## src/rtl/scc_ram.sv

```systemverilog
// Simple dual-port synchronous RAM: one write port, one registered read port.
// No dependencies; used for the tap store and the sample window.
`timescale 1ns / 1ps
`default_nettype none

module scc_ram #(
   parameter int DEPTH = 128,
   parameter int WIDTH = 24
) (
   input  logic                     clock,
   input  logic                     wr_en,
   input  logic [$clog2(DEPTH)-1:0] wr_addr,
   input  logic [WIDTH-1:0]         wr_data,
   input  logic                     rd_en,
   input  logic [$clog2(DEPTH)-1:0] rd_addr,
   output logic [WIDTH-1:0]         rd_data
);

   logic [WIDTH-1:0] mem [DEPTH];
   logic [WIDTH-1:0] rd_data_ff;

   // write port
   always_ff @(posedge clock) begin
      if (wr_en) begin
         mem[wr_addr] <= wr_data;
      end
   end

   // read port, registered
   always_ff @(posedge clock) begin
      if (rd_en) begin
         rd_data_ff <= mem[rd_addr];
      end
   end

   assign rd_data = rd_data_ff;

endmodule

`default_nettype wire

```

## config.mk

```make
export PLATFORM = sky130hd
export DESIGN_NAME = scc_ram
export DESIGN_NICKNAME = d
export VERILOG_FILES = /design/src/rtl/scc_ram.sv
export SDC_FILE = /design/constraint.sdc
export NUM_CORES = 2
export LEC_CHECK = 0
export ABC_AREA = 1
export BUFFER_PORTS_ARGS = -buffer_cell sky130_fd_sc_hd__clkbuf_2
export CAP_MARGIN = 20
export CORE_MARGIN = 2
export CORE_UTILIZATION = 25
export CTS_BUF_LIST = sky130_fd_sc_hd__clkbuf_8
export DETAILED_ROUTE_END_ITERATION = 7
export HOLD_SLACK_MARGIN = 0.12
export SYNTH_ARGS = -nofsm -noshare
export SYNTH_HDL_FRONTEND = slang
export SYNTH_SLANG_ARGS = --single-unit
```

## constraint.sdc

```tcl
create_clock -name clock -period 5.89 [get_ports clock]
set_input_delay 0.589 -clock clock [delete_from_list [all_inputs] [get_ports clock]]
set_output_delay 0.589 -clock clock [all_outputs]
set_load 0.02 [all_outputs]
```

Yosys cells after proc, flatten, opt, wreduce, memory -nomap -nowiden --
Memories as Yosys holds them, arrays and structs flattened. A register that Yosys moved wholly into a read port is not among the register bits. Index checks and enable logic that the tools add are counted. W data, S select, Z words.
Cells by class: multiplexer cells 2
Operators with widths (number):
- $mux W1 | 2
Word-level totals: bits in writable memories 3072, flip-flop bits (word level) 0, input bits 41, output and inout bits 24, memories 1, logic and storage cells 3
Memories:
- mem | words 128, bits a word 24, rd ports 1, clocked after Yosys merged registers in 1, wr ports 1, line 19 | logic [WIDTH-1:0] mem [DEPTH];

Longest topological paths before layout --
depth after elaboration 2, gate-level depth with buffers 13, depth with buffers taken out 9

Least setup slack after synthesis --
OpenSTA, ideal clock, no wires.
path type input to register, from input wr_en, to memory mem[105][0], enable pin, required time 5.485 ns, stages 4, path buffers 2, arrival time 2.235 ns, setup slack 3.250 ns, cell sequence clkbuf_1 > nand2_1 > clkbuf_1 > nor2_1
Between the ends: cells in the longest elaborated chain, start to end 2
Ends and longest elaborated chain:
- start, declared | line 11 | input logic wr_en,
- $mux W1 | line 24 | if (wr_en) begin
- $mux W1 (implied by the code) | line 25 | mem[wr_addr] <= wr_data;
- end, declared | line 19
Every way passes these cells.

==> out/results.ini <==
[timing]
worst_slew_pin_slew_ns=1.18
max-slew-margin-rel_pct=21.3
setup_ws_ns=2.59
timing.final.crit_period_ns=3.30
setup_violations=0
rsz0062_at_grt=no
fin_crit_sh_pct=56.0
final.setup.tns_ns=0
drv_slew=0
fmax_ghz=0.303
finClkSkew_ns=0.112
hold_viol=0

[route]
antenna_left=0
wire_per_inst_um=22.0
vias=81500
initialDrtViolationCount=10900
drc_errors=0
first_pass_iters=7
wl_mm=379
viasPerCell=4.73

[clock_tree]
ctsLongestPathBuffers=4
numCtsBuffers=465
cts_setup_buffers=0
cts_max_level=5
hold_buffers=7
cts_root_buffer=clkbuf_8
tritoncts=done
clk_pin_slew_worst_paths_ns=0.06
clock_sinks=3096
insertion_delay_ns=1.09
ctsResizeCount=0

[status]
outcome=finished, final reports clean

[floorplanning]
initial_core_util_pct=25.1
die_y_um=709
pin_count=65
rows=258
die_w_um=709
core_area_um2=495000
die_area_um2=503000

[yosys]
yosysUniqueCellTypes=15
ys_ff_latch=3096
yosysWarnings=0
synth_seq_area_share_pct=74.8
netlist_instances=10100
avgSynthCellArea_um2=12.3
syn_nets=10100
synth_area_um2=124000

[place]
place_hpwl_mm=205
routabilityCongestion=0.825
placement.io_buffers=64
dp_slack_ns=1.75

[grt]
overflow=0
use_met2_pct=22.5
antenna_found_initial=35
grt_max_degree=177
grt_pass1_vias=76300
busiest_layer=met2
use_met1_pct=20.3
met3_usage_pct=2.86
grt_pass1_wl_mm=544
grt_use_total_pct=14.5

[pwr]
p_per_area_nw_per_um2=309
peakVddDrop_mv=0.175
power_uw=43500
leakage_uw=0.0478

[setup_path]
arrival_ns=4.19
endpoint_kind=flip-flop
worstPathRequired_ns=6.78
critical_path_class=input pin to flip-flop
worst_setup_path_start_kind=input pin
path_max_fanout=176

[layout]
syn_to_final_growth_pct=13.2
nets=10300
drive_gt1_share_pct=9.82

[worst_hold_path]
min_path_type=input pin to flip-flop

[run]
max_cap_violations=0

synthesized netlist by cell type:
| cell type | count | area share [%] |
|---|---|---|
| nor3_1 | 8 | 0.032 |
| nand3_1 | 3027 | 12 |
| nor2_1 | 134 | 0.40 |
| buf_2 | 387 | 1.6 |
| inv_4 | 1 | 0.0050 |
| buf_1 | 63 | 0.19 |
| edfxtp_1 | 3096 | 75 |
| clkbuf_1 | 94 | 0.28 |
| buf_4 | 78 | 0.47 |
| nand2_1 | 3119 | 9.4 |
| inv_1 | 20 | 0.060 |
| buf_12 | 2 | 0.032 |
| buf_6 | 60 | 0.54 |
| clkinv_1 | 2 | 0.0060 |
| inv_2 | 1 | 0.0030 |
state kept, by name, indices dropped and copies added (netlist names):
register,count
mem,3072
rd_data,24
final cells by class:
cell class,instances,area (um^2)
Fill cell,50300,354000
Sequential cell,3096,93000
Multi-Input combinational cell,6288,27700
Tap cell,6630,8300
Clock buffer,476,6550
Timing Repair Buffer,348,3190
Clock inverter,348,1750
Inverter,24,131
Antenna cell,20,50.0
where the power goes:
| part | leakage (uW) | total [uW] | internal [uW] | switching, uW |
|---|---|---|---|---|
| Sequential | 0.0279 | 24400 | 24400 | 91.8 |
| Clock | 0.00475 | 16200 | 7940 | 8260 |
| Combinational | 0.0152 | 2870 | 634 | 2240 |
path summary, 6_finish.rpt:
kind	start	end	slack (ns)	cells after the start
max	rd_addr[0]	rd_data[11]$_DFFE_PP_	2.59	12
min	wr_data[14]	mem[23][14]$_DFFE_PP_	0.14	1
max reg2reg	mem[32][11]$_DFFE_PP_	rd_data[11]$_DFFE_PP_	3.64	8
min reg2reg	mem[108][10]$_DFFE_PP_	rd_data[10]$_DFFE_PP_	0.94	8
cell families after synthesis:
kind of cell	count (synthesis)	synth area share [%]
flops	3096	74.8
simple gates	6288	22.0
buf+inv	708	3.15
metal layers:
metal | wire (um) | vias to the layer above
met3 | 36300 | 595
li1 | - | 36400
met4 | 11700 | 12
met2 | 171000 | 4104
met5 | 80 | -
met1 | 160000 | 40400
layout by cell type, fill, tap and decap left out, types with 2 or more instances in the layout:
| master | n |
|---|---|
| buf_4 | 251 |
| diode_2 | 20 |
| bufinv_16 | 11 |
| nor3_1 | 8 |
| edfxtp_1 | 3096 |
| nand2_1 | 3111 |
| inv_1 | 149 |
| nand3_1 | 3027 |
| nor2_1 | 6 |
| nor2_2 | 127 |
| clkinv_2 | 57 |
| nand2_2 | 8 |
| clkinv_1 | 135 |
| clkbuf_8 | 476 |
| dlygate4sd3_1 | 9 |
| inv_8 | 5 |
| inv_6 | 3 |
| clkbuf_2 | 35 |
| clkinv_8 | 2 |
| buf_8 | 4 |
| clkinvlp_4 | 6 |
| buf_12 | 47 |
stage by stage:
step	std cells	instance area, um^2	hold WS (ns)	utilization (%)
after floorplan	10100	124000	0.688	-
final	17200	141000	0.141	28.4
after global placement	16400	132000	0.941	26.7
after CTS	17200	141000	0.120	28.4
after detailed placement	16400	132000	0.926	26.7
after global routing	17200	141000	0.162	28.4
worst max-delay path, stage by stage:
cell and delay (ns):
buf_8 0.18, inv_16 0.61, buf_12 0.51, buf_4 0.52, nand2_1 0.09, nand3_1 0.09
nand3_1 0.08, nand3_1 0.13, nand3_1 0.43, nand3_1 0.40, nand3_1 0.14, nand2_1 0.09
(Power assumes the default switching activity.)
