--- src/rtl/scc_pkg.sv ---
// Shared types and constants for the sliding complex correlator with peak detection.
// Used by scc_mac, scc_power and the top module; no dependencies.
`timescale 1ns / 1ps
`default_nettype none

package scc_pkg;

   // Fixed field widths
   localparam int PLEN_BITS      = 8;
   localparam int TAP_INDEX_BITS = 7;
   localparam int CORR_BITS      = 32;
   localparam int POWER_BITS     = 62;

   localparam logic [PLEN_BITS-1:0] PLEN_RESET = 8'd64;

   // Input command codes
   localparam logic CMD_LOAD_TAP = 1'b0;
   localparam logic CMD_PUSH     = 1'b1;

   // Result kinds
   localparam logic KIND_CORR = 1'b0;
   localparam logic KIND_PEAK = 1'b1;

   // Sequencer states
   typedef enum logic [2:0] {
      ST_IDLE,
      ST_MAC,
      ST_SQUARE,
      ST_COMBINE,
      ST_POWER,
      ST_EMIT_CORR,
      ST_EMIT_PEAK
   } scc_state_type;

   // Multiply-accumulate control
   typedef struct packed {
      logic clear;
      logic issue;
   } mac_ctrl_type;

   // Power unit stage enables
   typedef struct packed {
      logic sq_en;
      logic comb_en;
      logic pow_en;
   } pwr_ctrl_type;

endpackage

`default_nettype wire

--- src/rtl/scc_mac.sv ---
// Complex multiply-accumulate over taps and window samples read from RAM.
// Depends on scc_pkg (mac_ctrl_type).
`timescale 1ns / 1ps
`default_nettype none

module scc_mac #(
   parameter int SAMPLE_BITS = 12,
   parameter int ACC_W       = 32
) (
   input  logic                      clock,
   input  logic                      reset,
   input  scc_pkg::mac_ctrl_type     ctrl,
   input  logic [2*SAMPLE_BITS-1:0]  tap_word,
   input  logic [2*SAMPLE_BITS-1:0]  win_word,
   output logic signed [ACC_W-1:0]   acc_re,
   output logic signed [ACC_W-1:0]   acc_im,
   output logic                      busy
);

   localparam int PW = 2 * SAMPLE_BITS;

   logic signed [SAMPLE_BITS-1:0] dr, di, tr, ti;
   logic signed [PW-1:0]          p_rr_ff, p_ii_ff, p_ri_ff, p_ir_ff;
   logic                          rd_v_ff, mul_v_ff;
   logic signed [ACC_W-1:0]       acc_re_ff, acc_im_ff, acc_re_in, acc_im_in;
   logic signed [ACC_W-1:0]       term_re, term_im;

   // unpack {re, im}
   assign dr = win_word[PW-1:SAMPLE_BITS];
   assign di = win_word[SAMPLE_BITS-1:0];
   assign tr = tap_word[PW-1:SAMPLE_BITS];
   assign ti = tap_word[SAMPLE_BITS-1:0];

   // pipeline valids: read data, then products
   always_ff @(posedge clock) begin
      if (reset) begin
         rd_v_ff  <= 1'b0;
         mul_v_ff <= 1'b0;
      end else begin
         rd_v_ff  <= ctrl.issue;
         mul_v_ff <= rd_v_ff;
      end
   end

   // product stage
   always_ff @(posedge clock) begin
      if (rd_v_ff) begin
         p_rr_ff <= dr * tr;
         p_ii_ff <= di * ti;
         p_ri_ff <= dr * ti;
         p_ir_ff <= di * tr;
      end
   end

   // accumulate stage
   always_comb begin
      term_re   = {{(ACC_W-PW){p_rr_ff[PW-1]}}, p_rr_ff}
                - {{(ACC_W-PW){p_ii_ff[PW-1]}}, p_ii_ff};
      term_im   = {{(ACC_W-PW){p_ri_ff[PW-1]}}, p_ri_ff}
                + {{(ACC_W-PW){p_ir_ff[PW-1]}}, p_ir_ff};
      acc_re_in = acc_re_ff;
      acc_im_in = acc_im_ff;
      if (ctrl.clear) begin
         acc_re_in = '0;
         acc_im_in = '0;
      end else if (mul_v_ff) begin
         acc_re_in = acc_re_ff + term_re;
         acc_im_in = acc_im_ff + term_im;
      end
   end

   always_ff @(posedge clock) begin
      acc_re_ff <= acc_re_in;
      acc_im_ff <= acc_im_in;
   end

   assign acc_re = acc_re_ff;
   assign acc_im = acc_im_ff;
   assign busy   = rd_v_ff | mul_v_ff;

endmodule

`default_nettype wire

--- config.mk ---
export PLATFORM = sky130hd
export DESIGN_NAME = scc_mac
export DESIGN_NICKNAME = d
export VERILOG_FILES = /design/src/rtl/scc_pkg.sv /design/src/rtl/scc_mac.sv
export SDC_FILE = /design/constraint.sdc
export NUM_CORES = 2
export LEC_CHECK = 0
export BUFFER_PORTS_ARGS = -buffer_cell sky130_fd_sc_hd__buf_2
export CAP_MARGIN = 20
export CORE_MARGIN = 4
export CORE_UTILIZATION = 55
export CTS_BUF_LIST = sky130_fd_sc_hd__clkbuf_4
export DETAILED_ROUTE_END_ITERATION = 6
export GPL_ROUTABILITY_DRIVEN = 0
export PLACE_DENSITY = 0.72
export SLEW_MARGIN = 0
export SYNTH_ARGS = -nofsm -noshare
export SYNTH_HDL_FRONTEND = slang
export SYNTH_SLANG_ARGS = --single-unit
export TNS_END_PERCENT = 1
--- constraint.sdc ---
create_clock -name clock -period 14.1 [get_ports clock]
set_input_delay 2.82 -clock clock [delete_from_list [all_inputs] [get_ports clock]]
set_output_delay 2.82 -clock clock [all_outputs]
set_load 0.03 [all_outputs]
### Yosys cells after proc, flatten, opt, wreduce, memory -nomap -nowiden

Cells that the tools add are included.

| word-level totals | value |
|---|---|
| register bits after elaboration | 162 |
| word-level logic and storage cells | 17 |

| cells by class | value |
|---|---|
| add/subtract/negate cells | 4 |
| multiply operators | 4 |
| bitwise operators | 1 |

Operators by type and width:

| cell | count |
|---|---|
| $mul A12 B12 Y24 | 4 |
| $add A32 B25 Y32 | 2 |
| $add A24 B24 Y25 | 1 |
| $sub A24 B24 Y25 | 1 |
| $or A1 B1 Y1 | 1 |

### Depth between registers and ports, before layout

| depth | value |
|---|---|
| depth in word-level cells | 2 |
| depth in mapped cells | 23 |

### Least setup slack after synthesis

OpenSTA, ideal clock, no wires.

| timing path | value |
|---|---|
| path kind | input to register |
| start point | input port tap_word[12] |
| end point | register p_ir_ff[22], data pin |
| setup time | 0.258 ns |
| arrival time | 7.677 ns |
| setup slack | 6.165 ns |
| stages on the path | 21 |
| path buffers | 1 |
| cells stage by stage | clkbuf_1 nand2_1 fa_1 inv_1 ha_1 inv_1 fa_1 inv_1 fa_1 inv_1 fa_1 inv_1 ha_1 and3_1 and3_1 a21oi_1 o21ai_1 or4_1 a31o_1 a21oi_1 xnor2_1 |

| between the ends | value |
|---|---|
| cells in the longest elaborated chain, start to end | 1 |

Ends and longest elaborated chain:

| what | line | RTL |
|---|---|---|
| start, declared | scc_mac.sv:13 | `input logic [2*SAMPLE_BITS-1:0] tap_word,` |
| $mul A12 B12 Y24 | scc_mac.sv:51 | `p_ir_ff <= di * tr;` |
| end signal, assigned | scc_mac.sv:51 |  |
| end, declared | scc_mac.sv:23 | `logic signed [PW-1:0] p_rr_ff, p_ii_ff, p_ri_ff, p_ir_ff;` |

No other way between the ends.
A chain may end at the register's enable or synchronous reset.

### Worst setup path in the final report

| timing path | value |
|---|---|
| start point | input port tap_word[23] |
| end point | register p_rr_ff[23], data pin |

| between the ends | value |
|---|---|
| cells in the longest elaborated chain, start to end | 1 |

Ends and longest elaborated chain:

| what | line | RTL |
|---|---|---|
| $mul A12 B12 Y24 | scc_mac.sv:48 | `p_rr_ff <= dr * tr;` |
| end signal, assigned | scc_mac.sv:48 |  |
| end, declared | scc_mac.sv:23 |  |

No other way between the ends.

==> impl_results.md <==
* Status: complete, no violations
* Post-synth top area cell: fa_1
* CP endpoint kind: flop
* GR Util All Layers at 0.260
* Worst Path Required at between 10 and 15 ns
* Reg2Reg Depth at 14
* Number of slew-limit violations in the final report at 0
* Syn Nets at about 4300
* Post-route setup TNS at 0 ns
* CTS Root Cell: clkbuf_4
* Main area contributors after synthesis: fa_1 (40%), ha_1 (11%), inv_1 (9.5%)
* Max_slew headroom at 0.375
* Initial Util at 0.559
* Register bit total from synthesis at approximately 160
* Overall die height at roughly 250 um
* Pin count of the biggest net entering global routing at 70
* Area growth syn-to-layout at 4.68%
* Hpwl dp at ~59000 um
* Synth Flop Type: edfxtp_1
* # DRC at 0
* Synth warn at 0
* I/O Pins at ~120
* Syn Area/Cell at about 9.3 um2
* Post-Route WL at around 74000 um
* Placement Rows at 86
* Core Region at roughly 0.055 mm2
* CTS tree: built
* DIE WIDTH at between 200 and 250 um
* Share of the synthesized area in the top cell type at 0.397
* Resized cells post-CTS at 0
* Worst setup path class: input port to flop
* Cts bufs inserted at 17
* Nets at approximately 4300
* Total gr overflow at 0
* Setup crit start kind: input port
* Least-Margin Pin Slew at roughly 0.94 ns
* Vias at between 20000 and 25000
* Share of cells above drive strength 1 at 0.0502
* DIE AREA at around 0.06 mm2
* Min Tclk post-route at roughly 8.2 ns
* Clock latency on the worst-skew pair at 0.61 ns
* Synthesized instance count at roughly 3300
* Fraction of registers with async set/reset at 0
* Synthesized area at 0.0310 mm2
* Port buffer count at around 120
* Post-CTS setup-driven buffer insertion count at 0
* Number of synthesized flops with an enable pin at between 90 and 100
* Setup ws final at between 5 and 6 ns
* Via/cell ratio at 5.32
* Place WS at ~5.4 ns
* WHS at slightly below 0.5 ns
* Fmax at 123 MHz
* Hold Path Class: flop to flop
* Post-CTS Hold Fix Bufs at 0
* DR pass1 iterations at 5
* Clk_skew at roughly 0.036 ns
* Max Cap Viol at 0
* Final Setup Violations at 0
* DR iter-0 viols at around 1300
* Vias in the first global route at about 23000
* RSZ-0062 raised after global routing: false
* CP Data Arrival Time at about 8.6 ns
* Max clock buf depth at 2
* Final-report hold violation count at 0
* Clock sinks at 162
* First-pass GRT wire length at between 100000 and 150000 um
* Maximum fanout along the worst path at 20
* CTS clk-pin slew, worst paths at about 0.16 ns
* Post-synthesis cell type count at 64
* Final period utilization at 0.579
* WL per Instance at ~18 um
* ANT nets after route at 0
* H-Tree Depth at 4
* Initial antenna violation count at 8
* Sequential area share after synthesis at 0.136
* WHS Path Cells at 2
[sequential cells by signal, summed over array words and instances, names as in the netlist]
name,cells
p_ri_ff,24
p_rr_ff,24
acc_re,32
p_ii_ff,24
rd_v_ff,1
mul_v_ff,1
p_ir_ff,24
acc_im,32
[layout make-up]
cell class	count	area, um2
Antenna cell	7	17.5
Clock buffer	18	135
Clock inverter	14	183
Fill cell	4924	23000
Inverter	784	2940
Multi-Input combinational cell	2270	23400
Sequential cell	162	4210
Tap cell	748	936
Timing Repair Buffer	120	611
[synthesized netlist by cell type (all sizes together), types with 3 or more instances]
library cell / count
buf: 9
o31ai: 7
a211oi: 18
nand4: 8
o22ai: 4
and3: 8
inv: 782
or2: 8
edfxtp: 96
o211ai: 9
clkbuf: 107
nor2: 152
fa: 615
a31o: 3
o21ai: 73
nand3: 28
a21oi: 102
ha: 266
a31oi: 13
nand2: 419
xnor2: 105
o31a: 3
mux2i: 28
or3: 7
nand2b: 26
and2: 178
o21a: 17
and4: 3
xor2: 45
dfxtp: 66
nor3b: 4
a21o: 38
o21bai: 15
nor2b: 16
nor3: 23
a41oi: 5
[cell families after synthesis]
kind of cell             Yosys count  synth area share
flip-flops                       162             0.136
AO/OA/AOI/OAI                    326            0.0676
AND/OR/NAND/NOR                  885             0.131
buffers and inverters            900             0.109
XOR/XNOR                         150            0.0424
multiplexers                      28           0.00905
adder cells (fa/ha/maj)          881             0.505
[worst max-delay path, cell delays in order]
cell	delay, ns
buf_2	0.20
clkinv_1	0.71
nor2_1	0.35
fa_1	0.47
fa_1	0.51
fa_1	0.42
fa_1	0.49
inv_1	0.05
fa_1	0.47
inv_1	0.04
ha_1	0.33
and3_1	0.20
a21oi_1	0.25
a21oi_1	0.15
o31ai_1	0.42
o21ai_1	0.15
o31a_1	0.27
xnor2_1	0.26
[routing by layer]
| metal | routed length, um | global-route usage | up-vias |
|---|---|---|---|
| li1 | - | - | 10100 |
| met1 | 32200 | 0.367 | 11000 |
| met2 | 34000 | 0.419 | 668 |
| met3 | 5120 | 0.0408 | 123 |
| met4 | 2410 | 0.0753 | 2 |
| met5 | 13 | 0 | - |
[metrics by stage]
| step | util | instances | cell area, um2 |
|---|---|---|---|
| after floorplan | - | 3332 | 31000 |
| after global placement | 0.579 | 4084 | 32100 |
| after detailed placement | 0.579 | 4084 | 32100 |
| after CTS | 0.585 | 4116 | 32400 |
| after global routing | 0.585 | 4118 | 32400 |
| final | 0.585 | 4123 | 32400 |
[cell usage in the layout (no fill, tap or decap), drive strengths merged, types with 38 or more instances in the layout]
cell type	Yosys	layout
inv	782	790
fa	615	615
nand2	419	419
ha	266	266
and2	178	178
nor2	152	152
buf	9	120
xnor2	105	105
a21oi	102	102
edfxtp	96	96
o21ai	73	73
dfxtp	66	66
xor2	45	45
a21o	38	38
[path summary, 6_finish.rpt]
path | startpoint | to | slack (ns)
max | tap_word[23] | p_rr_ff[23] | 5.94
max reg2reg | acc_re[2] | acc_re[28] | 10.07
min reg2reg | acc_re[4] | acc_re[4] | 0.48
min | acc_re[4] | acc_re[4] | 0.48
Power is not shown: default switching activity piles up to over one toggle a cycle in this logic, so the estimate is an artifact.
