===== src/rtl/scc_pkg.sv =====
// Shared types and constants for the sliding complex correlator with peak detection.
// Used by scc_mac, scc_power and the top module; no dependencies.
`timescale 1ns / 1ps
`default_nettype none

package scc_pkg;

   // Fixed field widths
   localparam int PLEN_BITS      = 8;
   localparam int TAP_INDEX_BITS = 7;
   localparam int CORR_BITS      = 32;
   localparam int POWER_BITS     = 62;

   localparam logic [PLEN_BITS-1:0] PLEN_RESET = 8'd64;

   // Input command codes
   localparam logic CMD_LOAD_TAP = 1'b0;
   localparam logic CMD_PUSH     = 1'b1;

   // Result kinds
   localparam logic KIND_CORR = 1'b0;
   localparam logic KIND_PEAK = 1'b1;

   // Sequencer states
   typedef enum logic [2:0] {
      ST_IDLE,
      ST_MAC,
      ST_SQUARE,
      ST_COMBINE,
      ST_POWER,
      ST_EMIT_CORR,
      ST_EMIT_PEAK
   } scc_state_type;

   // Multiply-accumulate control
   typedef struct packed {
      logic clear;
      logic issue;
   } mac_ctrl_type;

   // Power unit stage enables
   typedef struct packed {
      logic sq_en;
      logic comb_en;
      logic pow_en;
   } pwr_ctrl_type;

endpackage

`default_nettype wire


===== src/rtl/scc_power.sv =====
// Squared magnitude of the complex sum, built from split partial products.
// Depends on scc_pkg (pwr_ctrl_type, POWER_BITS).
`timescale 1ns / 1ps
`default_nettype none

module scc_power #(
   parameter int ACC_W = 32
) (
   input  logic                             clock,
   input  scc_pkg::pwr_ctrl_type            ctrl,
   input  logic signed [ACC_W-1:0]          acc_re,
   input  logic signed [ACC_W-1:0]          acc_im,
   output logic [scc_pkg::POWER_BITS-1:0]   power
);

   // magnitude split into low H bits and high HW bits
   localparam int H  = (ACC_W + 1) / 2;
   localparam int HW = ACC_W - H;

   logic [ACC_W-1:0]     acc_re_u, acc_im_u, mag_re, mag_im;
   logic [2*H-1:0]       ll_re_ff, ll_im_ff;
   logic [HW+H-1:0]      hl_re_ff, hl_im_ff;
   logic [2*HW-1:0]      hh_re_ff, hh_im_ff;
   logic [63:0]          sq_re_ff, sq_im_ff, sq_sum;
   logic [scc_pkg::POWER_BITS-1:0] power_ff;

   // absolute values
   always_comb begin
      acc_re_u = acc_re;
      acc_im_u = acc_im;
      mag_re   = acc_re_u[ACC_W-1] ? (~acc_re_u + 1'b1) : acc_re_u;
      mag_im   = acc_im_u[ACC_W-1] ? (~acc_im_u + 1'b1) : acc_im_u;
   end

   // partial products
   always_ff @(posedge clock) begin
      if (ctrl.sq_en) begin
         ll_re_ff <= mag_re[H-1:0] * mag_re[H-1:0];
         hl_re_ff <= mag_re[ACC_W-1:H] * mag_re[H-1:0];
         hh_re_ff <= mag_re[ACC_W-1:H] * mag_re[ACC_W-1:H];
         ll_im_ff <= mag_im[H-1:0] * mag_im[H-1:0];
         hl_im_ff <= mag_im[ACC_W-1:H] * mag_im[H-1:0];
         hh_im_ff <= mag_im[ACC_W-1:H] * mag_im[ACC_W-1:H];
      end
   end

   // recombine each square (mod 2^64)
   always_ff @(posedge clock) begin
      if (ctrl.comb_en) begin
         sq_re_ff <= (64'(hh_re_ff) << (2 * H)) + (64'(hl_re_ff) << (H + 1)) + 64'(ll_re_ff);
         sq_im_ff <= (64'(hh_im_ff) << (2 * H)) + (64'(hl_im_ff) << (H + 1)) + 64'(ll_im_ff);
      end
   end

   // final sum
   assign sq_sum = sq_re_ff + sq_im_ff;

   always_ff @(posedge clock) begin
      if (ctrl.pow_en) begin
         power_ff <= sq_sum[scc_pkg::POWER_BITS-1:0];
      end
   end

   assign power = power_ff;

endmodule

`default_nettype wire


===== config.mk =====
export PLATFORM = sky130hd
export DESIGN_NAME = scc_power
export DESIGN_NICKNAME = d
export VERILOG_FILES = /design/src/rtl/scc_pkg.sv /design/src/rtl/scc_power.sv
export SDC_FILE = /design/constraint.sdc
export NUM_CORES = 2
export LEC_CHECK = 0
export BUFFER_PORTS_ARGS = -buffer_cell sky130_fd_sc_hd__buf_2
export CORE_ASPECT_RATIO = 1.25
export CORE_MARGIN = 3
export CORE_UTILIZATION = 50
export DETAILED_ROUTE_END_ITERATION = 12
export HOLD_SLACK_MARGIN = 0.05
export MAX_ROUTING_LAYER = met4
export PLACE_DENSITY = 0.76
export SLEW_MARGIN = 20
export SYNTH_ARGS = -nofsm -noshare
export SYNTH_HDL_FRONTEND = slang
export SYNTH_SLANG_ARGS = --single-unit
export TNS_END_PERCENT = 30

===== constraint.sdc =====
create_clock -name clock -period 11.05 [get_ports clock]
set_input_delay 1.6575 -clock clock [delete_from_list [all_inputs] [get_ports clock]]
set_output_delay 1.6575 -clock clock [all_outputs]
set_load 0.005 [all_outputs]

* Word level (Yosys, flattened, before mapping)
Cells that the tools add are included.
** Word-level totals
- Output and inout bits :: 62
- Bits in registers :: 374
** Operators by class
- Muxes and demuxes :: 2
- Add/sub/neg operators :: 7
- Multipliers :: 6
- Bitwise gates (word level) :: 2
** Operators by type and width (count)
- 16-bit by 16-bit multiplier with 32-bit output :: 4
- 62-bit by 32-bit adder with 62-bit output :: 2
- 62-bit by 49-bit adder with 62-bit output :: 2
- 32-bit by 1-bit adder with 32-bit output (second input constant) :: 2
- 32-bit two-way mux :: 2
- 32-bit NOT :: 2
- 62-bit adder :: 1
- 16-bit by 16-bit multiplier with 30-bit output :: 2

* Longest topological paths before layout
- Word-level depth :: 4
- Mapped depth :: 36
- Mapped depth without buffers :: 33

* Worst setup path after synthesis
OpenSTA, ideal clock, no wires.
- Path kind :: input to register
- Start :: in acc_re[0]
- End :: reg hl_re_ff[30] (data pin)
- Setup time :: 0.266 ns
- Data arrival time :: 9.003 ns
- Stages on the path :: 33
- Required time :: 10.784 ns
- Buffers on the path :: 3
- Slack :: 1.781 ns
- Cells stage by stage :: clkbuf_1 > inv_1 > clkbuf_1 > ha_1 > nand3_1 > nor4_2 > nand2_1 > o41ai_2 > xnor2_1 > clkbuf_1 > nand2_1 > fa_1 > fa_1 > inv_1 > fa_1 > inv_1 > fa_1 > inv_1 > fa_1 > inv_1 > fa_1 > inv_1 > ha_1 > a21oi_1 > o21a_1 > o21ai_0 > o2111ai_1 > a31oi_1 > nor2_1 > a21oi_1 > o31a_1 > o41ai_1 > xnor2_1
** Between the ends
- Word-level cells in the longest chain between the ends :: 4
** Ends and longest elaborated chain
- from (decl) :: line scc_power.sv:11 : input logic signed [ACC_W-1:0] acc_re,
- 32-bit NOT :: line scc_power.sv:31 : mag_re = acc_re_u[ACC_W-1] ? (~acc_re_u + 1'b1) : acc_re_u;
- 32-bit by 1-bit adder with 32-bit output :: line scc_power.sv:31
- 32-bit two-way mux (*) :: line scc_power.sv:31
- 16-bit by 16-bit multiplier with 32-bit output (*) :: line scc_power.sv:39 : hl_re_ff <= mag_re[ACC_W-1:H] * mag_re[H-1:0];
- to (signal assigned) :: line scc_power.sv:39
- to (decl) :: line scc_power.sv:22 : logic [HW+H-1:0] hl_re_ff, hl_im_ff;
Every way passes the cells marked *; elsewhere a longest branch is shown, timed or not.
A chain may end at the register's enable or synchronous reset.

* Worst setup path after layout
- Start :: in acc_re[2]
- End :: reg hh_re_ff[26] (data pin)
** Between the ends
- Word-level cells in the longest chain between the ends :: 4
** Ends and longest elaborated chain
- 32-bit NOT :: line scc_power.sv:31
- 32-bit by 1-bit adder with 32-bit output :: line scc_power.sv:31
- 32-bit two-way mux :: line scc_power.sv:31
- 16-bit by 16-bit multiplier with 30-bit output :: line scc_power.sv:40 : hh_re_ff <= mag_re[ACC_W-1:H] * mag_re[ACC_W-1:H];
- to (signal assigned) :: line scc_power.sv:40
- to (decl) :: line scc_power.sv:23 : logic [2*HW-1:0] hh_re_ff, hh_im_ff;
No other way between the ends.

==> flow_summary.yaml <==
global_routing:
  met2_usage_pct: 43.8
  top_usage_layer: "met2"
  antenna_found_initial: 4
  grt_max_degree: 79
  grt_use_total_pct: 26.6
  groute.layer.met3.usage_pct: 3.79
  grt_pass1_vias: 48962
  grt_pass1_wl_um: 259000
  gr-usage-met1_pct: 32.8
  overflow: 0
sta:
  slew_headroom_pct: 19.9
  max_freq_mhz: 104
  period_minus_slack_ns: 9.64
  slew_violations: 0
  tightest_slew_ns: 1.20
  fin_tns_setup_ns: 0
  setup_violations: 0
  setup_ws_ns: 1.41
  period_share_pct: 87.3
  rsz0062_at_grt: "no"
  fin_skew_ns: 0.0177
  hold_viol_final: 0
  hold_ws_ns: 0.402
die:
  die_area_mm2: 0.128
  num_rows: 143
  floorplan.initialDensity_pct: 50.7
  core_region_area_mm2: 0.122
  die_y_um: 400
  die-width_um: 321
  io_pins: 130
place:
  gp_congestion: 0.979
  place_ws_ns: 0.931
  dpl.hpwl_um: 129000
  portBuffers: 129
layout:
  multi_input_area_mm2: 0.0451
  post-route-util_pct: 54.3
  n_fill_cell: 10710
  seqCellArea_mm2: 0.0111
  fin_nets: 8478
  area_growth_pct: 6.99
  drive_gt1_share_pct: 5.43
routing:
  post_drt_wl_per_cell_um: 19.5
  via_count: 46313
  first_pass_iters: 6
  viasPerCell: 5.58
  drtIter0Drc: 3625
  drt_wl_total_um: 162000
  drtAntennaViolNets: 0
  drc: 0
clocking:
  cts_sinks: 368
  root_buffer: "clkbuf_16"
  h-tree-depth: 2
  cts_resized: 0
  cts_made_buffers: 39
  clock_latency_ns: 0.58
  path_clk_slew_ns: 0.07
  cts_buffer_depth: 3
  holdBufCountCts: 0
  tritoncts: "done"
  post_cts_buffers: 0
synthesis:
  synth_cells: 6536
  syn_area_mm2: 0.0621
  ys_async_sr_fraction_pct: 0
  synth_edf_count: 368
  seq_area_frac_synth_pct: 17.8
  synth-seq-cells: 368
  synth_cell_types: 86
  synth_area_per_cell_um2: 9.50
  synth_warnings: 0
  synthFlopType: "edfxtp_1"
setup_path:
  endpoint_kind: "flip-flop"
  path_max_fanout: 17
  cp.arrival_ns: 9.96
  required_ns: 11.37
  slowest_delay_ns: 0.53
  start_kind: "input port"
  crit_type: "input port to flip-flop"
  cpMostUsedCell: "fa_1"
  rrSetupSlack_ns: 6.88
  crit_slowest_cell: "fa_1"
status:
  status: "completed"
run:
  cap_violations: 0
hold_path:
  hp-class: "flip-flop to flip-flop"
==> flip-flops by register name, summed over array words and instances (netlist names) <==
signal    count
ll_im_ff     31
hh_im_ff     29
hl_re_ff     32
ll_re_ff     31
power        62
hl_im_ff     32
sq_re_ff     61
sq_im_ff     61
hh_re_ff     29
==> routing by layer <==
layer	routed length, um	up-vias
met3	13500	506
li1	-	20730
met2	77800	1922
met5	0	-
met1	61600	23155
met4	8670	0
==> worst paths after layout <==
check,from,end,cells past startpoint
worst max-delay path,acc_re[2],hh_re_ff[26],30
worst max register to register,ll_re_ff[17],sq_re_ff[55],13
worst min-delay path,ll_im_ff[9],sq_im_ff[9],0
worst min register to register,ll_im_ff[9],sq_im_ff[9],0
==> critical path: cells and delay by family <==
kind | cells | cell delay, ns
AOI/OAI and AO/OA | 8 | 1.75
adders and majority gates | 7 | 3.34
buffers and inverters | 5 | 0.78
xor gates and xnor gates | 2 | 0.31
and+or+nand+nor | 8 | 2.11
==> through the flow <==
step / instances / cell area [um2]
6_report: 8296 / 66400
5_1_grt: 8295 / 66400
4_1_cts: 8294 / 66400
3_5_place_dp: 8226 / 65100
3_3_place_gp: 8226 / 65100
2_1_floorplan: 6570 / 62200
==> synth_stat cells (6+ instances only) <==
library cell  number  area [um2]
and3_1            35         219
inv_2             11        41.3
clkbuf_1         170         638
and2_1            11        68.8
a31oi_1           21         131
o31ai_1           19         143
buf_1              6        22.5
o22ai_1            6        37.5
inv_1           1433        5380
a221oi_1           7        61.3
a21boi_0           9        67.6
fa_1            1042       20900
nand3_1           55         275
o21a_1            44         330
o21ai_0          139         696
nor3_1            66         330
xor2_1           122        1070
o21ai_1            7        35.0
o41ai_1            7        61.3
nor2b_1           27         169
o2111ai_1          6        52.6
a21oi_1          258        1290
or2_2              7        43.8
buf_2             13        65.1
nand4b_1           6        52.6
or3_1             15        93.8
a211oi_1          22         165
o21bai_1          46         345
nand2b_1          28         175
o211ai_1          21         158
nor2_1           618        2320
nand2_1          680        2550
ha_1             696        8710
xnor2_1          255        2230
edfxtp_1         368       11100
a31o_2             6        52.6
a21o_1           118         886
nor4_1             8        50.1
nand4_1           28         175
o31a_1             6        52.6
==> cell families (layout without fill, tap and decap cells) <==
| group | count (synthesis) | count (layout) | share of synthesized area [%] |
|---|---|---|---|
| buffers and inverters | 1639 | 1768 | 9.94 |
| other | 2 | 38 | 0.0121 |
| and+or+nand+nor | 1618 | 1618 | 11.1 |
| DFF | 368 | 368 | 17.8 |
| muxes | 3 | 3 | 0.0524 |
| adders and majority gates | 1738 | 1738 | 47.6 |
| AOI/OAI and AO/OA | 788 | 788 | 8.09 |
| xor gates and xnor gates | 380 | 380 | 5.40 |
==> placed cells by master (no fill, tap or decap), types with 27 or more instances in the layout <==
master     count
a21o_1       118
nor3_1        66
clkbuf_16     39
xnor2_1      248
o21a_1        44
inv_1       1432
xor2_1       118
buf_4        122
nor2_1       618
o21ai_0      137
buf_2        127
nor2b_1       27
a21oi_1      258
o21bai_1      46
nand3_1       55
and3_1        35
conb_1        36
nand2_1      680
nand4_1       28
edfxtp_1     368
nand2b_1      28
ha_1         696
fa_1        1042
==> final cells by class <==
class / instances / share of cell area (%)
timing repair buffer: 251 / 2.38
tap: 1595 / 3.01
clock inverter: 23 / 0.394
inverter: 1449 / 8.19
antenna: 2 / 0.00754
clock buffer: 45 / 1.50
multi-input combinational: 4563 / 67.9
sequential: 368 / 16.6
Power is left out: the tool's default activity adds up to more than one toggle a clock period on the data nets, which glitch-free logic cannot reach.
